**src/rtl/core/pbdm_pkg.sv**
```systemverilog
// Package for the push-button debounce and multi-press detector.
// Holds the phase type, register indexes, field widths and reset values.
// No dependencies.
`timescale 1ns / 1ps

package pbdm_pkg;

  // Field and register widths
  localparam int unsigned STAMP_W    = 64;
  localparam int unsigned TOTAL_W    = 32;
  localparam int unsigned WINDOW_W   = 16;
  localparam int unsigned HOLDOFF_W  = 24;
  localparam int unsigned COUNT_W    = 4;
  localparam int unsigned CFG_DATA_W = 24;
  localparam int unsigned CFG_IDX_W  = 2;

  // Configuration register indexes
  localparam logic [CFG_IDX_W-1:0] REG_WINDOW_TICKS  = 2'd0;
  localparam logic [CFG_IDX_W-1:0] REG_HOLDOFF_TICKS = 2'd1;
  localparam logic [CFG_IDX_W-1:0] REG_PRESS_TARGET  = 2'd2;

  // Register reset values
  localparam logic [WINDOW_W-1:0]  WINDOW_RST  = 16'd20480;
  localparam logic [HOLDOFF_W-1:0] HOLDOFF_RST = 24'd1000;
  localparam logic [COUNT_W-1:0]   TARGET_RST  = 4'd5;

  // Saturation limits
  localparam logic [HOLDOFF_W-1:0] HOLDOFF_MAX = 24'hFF_FFFF;
  localparam logic [COUNT_W-1:0]   COUNT_MAX   = 4'hF;

  // Debounce machine phase
  typedef enum logic [1:0] {
    PH_IDLE         = 2'd0,
    PH_WAIT_RELEASE = 2'd1,
    PH_HOLDOFF      = 2'd2
  } phase_e;

endpackage

```
**src/rtl/core/pushbutton_debounce_multipress.sv**
```systemverilog
// Push-button debounce with multi-press shutdown detection, top level.
// One tick in, one result out, through a single result register.
// Depends on pbdm_pkg.
//
//   channel  | handshake              | payload
//   ---------+------------------------+-------------------------------------------
//   in       | in_valid_i/in_ready_o  | button_level, pin_is_input, timestamp
//   out      | out_valid_o/out_ready_i| event_valid, event_time, event_total,
//            |                        | shutdown_request
//   cfg      | cfg_we_i               | cfg_idx_i, cfg_data_i
//
// A tick's result is in the output register on the cycle after the
// transfer, and a new tick is taken in every cycle that in_ready_o is high.
// The input side stalls only while a result waits and out_ready_i is low.
// Reset (rst_ni, async) puts the machine in idle with all counters zero
// and the registers at their default values; no clearing pass.
`timescale 1ns / 1ps

module pushbutton_debounce_multipress (
  input  logic                              clk_i,
  input  logic                              rst_ni,
  // configuration writes
  input  logic                              cfg_we_i,
  input  logic [pbdm_pkg::CFG_IDX_W-1:0]    cfg_idx_i,
  input  logic [pbdm_pkg::CFG_DATA_W-1:0]   cfg_data_i,
  // tick input
  input  logic                              in_valid_i,
  output logic                              in_ready_o,
  input  logic                              button_level_i,
  input  logic                              pin_is_input_i,
  input  logic [pbdm_pkg::STAMP_W-1:0]      timestamp_i,
  // result output
  output logic                              out_valid_o,
  input  logic                              out_ready_i,
  output logic                              event_valid_o,
  output logic [pbdm_pkg::STAMP_W-1:0]      event_time_o,
  output logic [pbdm_pkg::TOTAL_W-1:0]      event_total_o,
  output logic                              shutdown_request_o
);

  import pbdm_pkg::*;

  // configuration registers
  logic [WINDOW_W-1:0]  window_ticks_q;
  logic [HOLDOFF_W-1:0] holdoff_ticks_q;
  logic [COUNT_W-1:0]   press_target_q;

  // machine state
  phase_e               phase_q, phase_d;
  logic [COUNT_W-1:0]   count_q, count_d;
  logic [WINDOW_W-1:0]  window_q, window_d;
  logic [HOLDOFF_W-1:0] holdoff_q, holdoff_d;
  logic [TOTAL_W-1:0]   total_q, total_d;

  // result register
  logic                 out_valid_q;
  logic                 ev_q, ev_d;
  logic                 sd_q, sd_d;
  logic [STAMP_W-1:0]   time_q, time_d;

  logic                 in_xfer;
  logic                 reload;
  logic [HOLDOFF_W-1:0] holdoff_inc;
  logic [COUNT_W-1:0]   count_inc;

  // take a tick whenever the result register is free or being drained
  assign in_ready_o = !out_valid_q || out_ready_i;
  assign in_xfer    = in_valid_i && in_ready_o;

  // configuration writes; index three is ignored
  always_ff @(posedge clk_i or negedge rst_ni) begin
    if (!rst_ni) begin
      window_ticks_q  <= WINDOW_RST;
      holdoff_ticks_q <= HOLDOFF_RST;
      press_target_q  <= TARGET_RST;
    end else if (cfg_we_i) begin
      case (cfg_idx_i)
        REG_WINDOW_TICKS:  window_ticks_q  <= cfg_data_i[WINDOW_W-1:0];
        REG_HOLDOFF_TICKS: holdoff_ticks_q <= cfg_data_i[HOLDOFF_W-1:0];
        REG_PRESS_TARGET:  press_target_q  <= cfg_data_i[COUNT_W-1:0];
        default: ;
      endcase
    end
  end

  // hold-off counts on every tick outside idle, enabled or not
  always_comb begin
    holdoff_inc = holdoff_q;
    if ((phase_q == PH_WAIT_RELEASE || phase_q == PH_HOLDOFF) &&
        holdoff_q != HOLDOFF_MAX) begin
      holdoff_inc = holdoff_q + 1'b1;
    end
    count_inc = (count_q != COUNT_MAX) ? count_q + 1'b1 : count_q;
  end

  // next state and result for one tick
  always_comb begin
    phase_d   = phase_q;
    count_d   = count_q;
    holdoff_d = holdoff_inc;
    total_d   = total_q;
    reload    = 1'b0;
    ev_d      = 1'b0;
    sd_d      = 1'b0;

    if (pin_is_input_i) begin
      case (phase_q)
        PH_WAIT_RELEASE: begin
          if (!button_level_i) phase_d = PH_HOLDOFF;
        end
        PH_HOLDOFF: begin
          if (holdoff_inc >= holdoff_ticks_q) begin
            count_d = count_inc;
            sd_d    = (count_inc >= press_target_q);
            phase_d = PH_IDLE;
          end
        end
        default: begin
          // expired window drops the press count
          if (window_q == '0) count_d = '0;
          if (button_level_i) begin
            reload    = (window_q == '0);
            ev_d      = 1'b1;
            total_d   = total_q + 1'b1;
            holdoff_d = '0;
            phase_d   = PH_WAIT_RELEASE;
          end else begin
            phase_d = PH_IDLE;
          end
        end
      endcase
    end

    // window countdown, stops at zero
    if (reload) begin
      window_d = window_ticks_q;
    end else if (window_q != '0) begin
      window_d = window_q - 1'b1;
    end else begin
      window_d = window_q;
    end

    time_d = ev_d ? timestamp_i : '0;
  end

  // state registers
  always_ff @(posedge clk_i or negedge rst_ni) begin
    if (!rst_ni) begin
      phase_q   <= PH_IDLE;
      count_q   <= '0;
      window_q  <= '0;
      holdoff_q <= '0;
      total_q   <= '0;
    end else if (in_xfer) begin
      phase_q   <= phase_d;
      count_q   <= count_d;
      window_q  <= window_d;
      holdoff_q <= holdoff_d;
      total_q   <= total_d;
    end
  end

  // result valid
  always_ff @(posedge clk_i or negedge rst_ni) begin
    if (!rst_ni) begin
      out_valid_q <= 1'b0;
    end else if (in_ready_o) begin
      out_valid_q <= in_valid_i;
    end
  end

  // result payload
  always_ff @(posedge clk_i) begin
    if (in_xfer) begin
      ev_q   <= ev_d;
      sd_q   <= sd_d;
      time_q <= time_d;
    end
  end

  assign out_valid_o        = out_valid_q;
  assign event_valid_o      = ev_q;
  assign event_time_o       = time_q;
  assign event_total_o      = total_q;
  assign shutdown_request_o = sd_q;

endmodule

```
**config.mk**
```make
export PLATFORM = sky130hd
export DESIGN_NAME = pushbutton_debounce_multipress
export DESIGN_NICKNAME = d
export VERILOG_FILES = /design/src/rtl/core/pbdm_pkg.sv /design/src/rtl/core/pushbutton_debounce_multipress.sv
export SDC_FILE = /design/constraint.sdc
export NUM_CORES = 1
export LEC_CHECK = 0
export ABC_AREA = 1
export BUFFER_PORTS_ARGS = -buffer_cell sky130_fd_sc_hd__buf_2
export CAP_MARGIN = 20
export CORE_AREA = 2 2 134 136
export CTS_CLUSTER_SIZE = 30
export DETAILED_ROUTE_END_ITERATION = 6
export DIE_AREA = 0 0 136 138
export PLACE_DENSITY_LB_ADDON = 0.25
export RECOVER_POWER = 100
export SYNTH_ARGS = -nofsm -noshare
export SYNTH_HDL_FRONTEND = slang
export SYNTH_SLANG_ARGS = --single-unit
```
**constraint.sdc**
```tcl
create_clock -name clk_i -period 5.3 [get_ports clk_i]
set_input_delay 0.53 -clock clk_i [delete_from_list [all_inputs] [get_ports clk_i]]
set_output_delay 0.53 -clock clk_i [all_outputs]
set_load 0.01 [all_outputs]
```
; After elaboration in Yosys (flattened, before gate mapping)
; Index checks and enable logic that the tools add are counted.
[op_classes]
n_mux = 20
addsub = 4
eq_ne = 8
magnitude_cmp = 2
bitwise = 2
reduce_logical = 19
[ops]
columns = operator, count
row1 = 24-bit two-way mux, 4
row2 = "32-bit by 1-bit adder with 32-bit output, second input constant", 1
row3 = 16-bit two-way mux, 2
row4 = "24-bit by 1-bit adder with 24-bit output, second input constant", 1
row5 = 24-bit greater-or-equal comparator, 1
row6 = "24-bit != test, second input constant", 1
row7 = 16-bit logical NOT, 1
row8 = 16-bit nonzero test, 1
row9 = "16-bit by 1-bit subtractor with 16-bit output, second input constant", 1
row10 = 4-bit two-way mux, 3
row11 = 4-bit case mux with 2 select lines, 1
row12 = 2-bit AND reduction, 4
row13 = 4-bit AND reduction, 2
row14 = 1-bit two-way mux, 7
row15 = 5-bit AND reduction, 1
row16 = "4-bit by 1-bit adder with 4-bit output, second input constant", 1
row17 = "2-bit by 1-bit equality test with 1-bit output, second input constant", 2
row18 = "2-bit equality test, second input constant", 2
row19 = 4-bit greater-or-equal comparator, 1
row20 = 2-bit two-way mux, 2
row21 = "4-bit != test, second input constant", 1
row22 = 2-bit case mux with 2 select lines, 1
row23 = 2-bit nonzero test, 2
row24 = 3-bit AND reduction, 1
row25 = other kinds (8), 11
[totals]
wordCells = 67
ff_bits = 189
in_bits = 97

; Logic depth before layout (Yosys ltp)
[depth]
depth_word = 7
mapped_depth = 23

; Worst setup path after synthesis
; OpenSTA, ideal clock, no wires.
[synth_timing]
kind = input-to-reg
from = in out_ready_i
to = reg window_q[6]
required_time_ps = 5176
stages = 11
path_slack_ps = 2025
t_arrival_ps = 3151
path_cell_list = inv_1 -> nand2_1 -> nand2_1 -> buf_2 -> inv_1 -> nand2_1 -> nand2_1 -> buf_2 -> o21ai_0 -> nand2_1 -> nand2_1
[synth_via]
elab_chain_len = 3
[synth_lines]
columns = element, line_no
row1 = "start, declared", pushbutton_debounce_multipress.sv:34  ; input logic out_ready_i,
row2 = 1-bit logical OR, pushbutton_debounce_multipress.sv:67  ; assign in_ready_o = !out_valid_q || out_ready_i;
row3 = named net in_ready_o, pushbutton_debounce_multipress.sv:28  ; output logic in_ready_o,
row4 = 1-bit logical AND, pushbutton_debounce_multipress.sv:68  ; assign in_xfer = in_valid_i && in_ready_o;
row5 = named net in_xfer, pushbutton_debounce_multipress.sv:61  ; logic in_xfer;
row6 = 2-bit AND reduction (no line), -
row7 = "end signal, assigned", pushbutton_debounce_multipress.sv:157  ; window_q <= window_d;
row8 = "end, declared", pushbutton_debounce_multipress.sv:51  ; logic [WINDOW_W-1:0] window_q, window_d;
; The timed path passes the listed nets, and every way through them passes these cells.
; A chain may end at the register's enable or synchronous reset.

; Worst setup path in the final report
[layout_timing]
from = reg holdoff_q[0]
to = reg count_q[2]
[layout_via]
elab_chain_len = 6
word_cells_on_any_way = 7
cone_classes = add/sub: 1 / order compare: 1 / eq/ne: 2 / mux: 1 / reduce/logical: 2
[layout_lines]
columns = element, line_no
row1 = "start, declared", pushbutton_debounce_multipress.sv:52  ; logic [HOLDOFF_W-1:0] holdoff_q, holdoff_d;
row2 = "start signal, assigned", pushbutton_debounce_multipress.sv:158  ; holdoff_q <= holdoff_d;
row3 = branches (longest 2 deep; another with 24-bit by 1-bit adder with 24-bit output), -
row4 = 24-bit two-way mux *, pushbutton_debounce_multipress.sv:89  ; if ((phase_q == PH_WAIT_RELEASE || phase_q == PH_HOLDOFF) &&
row5 = 24-bit greater-or-equal comparator *, pushbutton_debounce_multipress.sv:112  ; if (holdoff_inc >= holdoff_ticks_q) begin
row6 = 2-bit by 1-bit != test with 1-bit output (no line) *, -
row7 = 5-bit AND reduction (no line) *, -
row8 = "end signal, assigned", pushbutton_debounce_multipress.sv:156  ; count_q <= count_d;
row9 = "end, declared", pushbutton_debounce_multipress.sv:50  ; logic [COUNT_W-1:0] count_q, count_d;
; Every way passes the cells marked *.

==> reports/metrics.yaml <==
route:
  dr_wl_met3_mm: 1.156
  wl_per_cell_um: 13.34
  drt_iter0_markers: 574
  wl_mm: 22.72
  drc_errors: 0
  dr.pass1.iters: 7
  num_vias: 8588
  ant_nets: 0
  drt-met1-wl_mm: 10.35
  viasPerCell: 5.043
  met2_length_mm: 10.76
  top_layer: "met4"
logic_synthesis:
  synth_common_cells: "nand2_1, inv_1, nor2_1"
  syn_area_sq_mm: 0.01019
  synthFlopType: "dfrtp_1"
  synth_warnings: 0
  syn_nets: 1400
  synth_most_common_cell: "nand2_1"
  synth_edf_count: 66
  synth_seq_area_share: 0.4975
  synthArstFlopShare: 0.6508
  synth_top_area_frac: 0.2774
  syn_avg_cell_area_sq_um: 8.040
  ys_top_cells_by_area: "dfrtp_1, edfxtp_1, nand2_1, inv_1, nor2_1"
  ys_types: 41
  ys_ff_latch: 189
  synth_cells: 1268
  synth_area_leader_cell: "dfrtp_1"
sta:
  worst_slew_pin_slew_ns: 2.462
  slew_viol_final: 225
  tns_ns: 0
  setup_viol: 0
  max_freq_ghz: 0.2379
  rsz0062_at_grt: "false"
  hold_slack_ns: 0.3526
  worst_clock_skew_ns: 0.01197
  slew_headroom: -0.6413
  timing.final.crit_share: 0.7931
  hold_viol: 0
  min_period_ns: 4.204
global_route:
  grt_max_degree: 58
  grt_first_pass_wirelength_mm: 37.38
  grt-ovfl-total: 0
  antenna_found_initial: 0
  grt_pass1_vias: 7868
  grtUsageTotal: 0.2464
pwr:
  ir_worst_vdd_v: 0.0002918
  p_leak_nw: 5.973
  power_density_mw_per_mm2: 444.2
clocking:
  cts_buffers: 17
  clk_pin_slew_ns: 0.07
  insertion_delay_ns: 0.44
  hold_buffers: 0
  cts_buffer_depth: 2
  root_buffer: "clkbuf_16"
  cts_resized: 0
  cts.sinks: 189
  cts_setup_buffers: 0
  htree_levels: 4
  cts_tree: "done"
layout:
  n_antenna_cell: 0
  syn_to_final_growth_pct: 15.70
  stdcell_area_sq_mm: 0.01180
  multiInputGateArea_sq_mm: 0.004144
  fillers: 1522
  nets: 1593
  drive_gt1_frac: 0.1024
  seqCellArea_sq_mm: 0.005072
critical_path:
  worstPathMaxFanout: 23
  path_class: "reg -> reg"
  end_kind: "flop"
  arrival_ns: 4.52
  required_ns: 5.61
  crit_path_start_kind: "flop"
die:
  dieArea_sq_mm: 0.01877
  start_util: 0.5814
  ioPinCount: 197
  die_x_um: 136
  std_cell_rows: 49
  die_h_um: 138
  coreArea_sq_mm: 0.01753
min_path:
  hold_path_class: "in -> reg"
place:
  place_hpwl_mm: 16.38
  place.gp.congestion: 0.9369
  portBuffers: 196
  placed_cell_area_sq_mm: 0.01138
status:
  violations: "max-capacitance violations, max-slew violations"
  status: "complete, but fails checks"
run:
  maxCapViolations: 6
[worst max-delay path, cell delays in order, from the launching register on]
cell	delay (ns)
dfrtp_1	0.43
ha_1	0.28
inv_1	0.13
nor3_4	0.07
nand2_2	0.09
nor3_1	0.07
a21oi_1	1.32
nand2_1	0.18
nand2_1	0.13
inv_1	0.05
ha_1	0.27
nand2_1	0.06
nor2_1	0.16
nand4_1	0.14
nor2_1	0.12
nand2_1	0.08
nand4_1	0.17
nand2_1	0.14
nand2_1	0.11
nand2_1	0.06
[metrics by stage]
| stage | setup slack, ns | utilization | cells | power (mW) |
|---|---|---|---|---|
| 2_1_floorplan | 2.025 | - | 1268 | 3.490 |
| 4_1_cts | 1.658 | 0.6830 | 1702 | 5.283 |
| 3_5_place_dp | 1.728 | 0.6492 | 1670 | 3.993 |
| 5_1_grt | 0.6371 | 0.6727 | 1703 | 5.660 |
| 6_report | 1.097 | 0.6727 | 1703 | 5.240 |
| 3_3_place_gp | 1.797 | 0.6492 | 1670 | 3.910 |
[path summary, 6_finish.rpt]
| kind | start | end | cells past startpoint | slack (ns) |
|---|---|---|---|---|
| min reg2reg | window_ticks_q[4]$_DFFE_PN0P_ | window_ticks_q[4]$_DFFE_PN0P_ | 2 | 0.49 |
| min | cfg_data_i[17] | holdoff_ticks_q[17]$_DFFE_PN0P_ | 3 | 0.35 |
| min in group asynchronous | rst_ni | event_total_o[13]$_DFFE_PN0P_ | 1 | 0.64 |
| max in group asynchronous | rst_ni | window_ticks_q[2]$_DFFE_PN0P_ | 2 | 1.51 |
| max | holdoff_q[0]$_DFFE_PN0P_ | count_q[2]$_DFFE_PN0P_ | 19 | 1.10 |
| max reg2reg | holdoff_q[0]$_DFFE_PN0P_ | count_q[2]$_DFFE_PN0P_ | 19 | 1.10 |
[registers in the layout, indices dropped and copies added, names as in the netlist]
| register | flops |
|---|---|
| event_valid_o | 1 |
| phase_q | 2 |
| window_ticks_q | 16 |
| event_time_o | 64 |
| window_q | 16 |
| event_total_o | 32 |
| count_q | 4 |
| holdoff_ticks_q | 24 |
| holdoff_q | 24 |
| press_target_q | 4 |
| shutdown_request_o | 1 |
| out_valid_o | 1 |
[power by group]
group | internal (mW) | switching (mW)
sequential | 1.81 | 0.234
combinational | 0.697 | 1.22
clock | 0.703 | 0.571
total | 3.21 | 2.03
[layout by cell type, fill, tap and decap left out, drive strengths merged, types with 2 or more instances in the layout]
| cell | n |
|---|---|
| buf | 96 |
| clkinvlp | 6 |
| nor3b | 3 |
| nand2 | 351 |
| clkinv | 3 |
| a21oi | 23 |
| nand4 | 15 |
| ha | 35 |
| o21ai | 66 |
| o211ai | 4 |
| bufinv | 2 |
| and2 | 12 |
| o21a | 2 |
| and3 | 2 |
| dfrtp | 113 |
| clkbuf | 126 |
| nor3 | 32 |
| edfxtp | 66 |
| xor2 | 47 |
| o31ai | 2 |
| inv | 219 |
| dfstp | 10 |
| xnor2 | 10 |
| nand3 | 64 |
| nor2 | 157 |
| o22ai | 2 |
| nand3b | 2 |
[per-layer routing]
metal | up-vias | global-route usage
li1 | 4341 | -
met1 | 3959 | 0.3455
met2 | 249 | 0.3935
met3 | 39 | 0.03960
met4 | 0 | 0.08004
met5 | - | 0
[final cells by class]
cell class / count / area share
multi-input cells: 833 / 0.3513
clock buffers: 18 / 0.03638
repair buffers: 204 / 0.07542
flip-flops and latches: 189 / 0.4300
inverters: 216 / 0.06874
well taps: 229 / 0.02429
clock inverters: 14 / 0.01379
[cell families after synthesis]
family          after synthesis  share of synthesized area
compound gates              102                    0.05351
flops                       189                     0.4975
xor+xnor                     57                    0.04897
fa+ha+maj                    35                    0.04296
buf+inv                     246                    0.09291
simple gates                639                     0.2641
No activity file was read; power rests on OpenSTA's default activity.
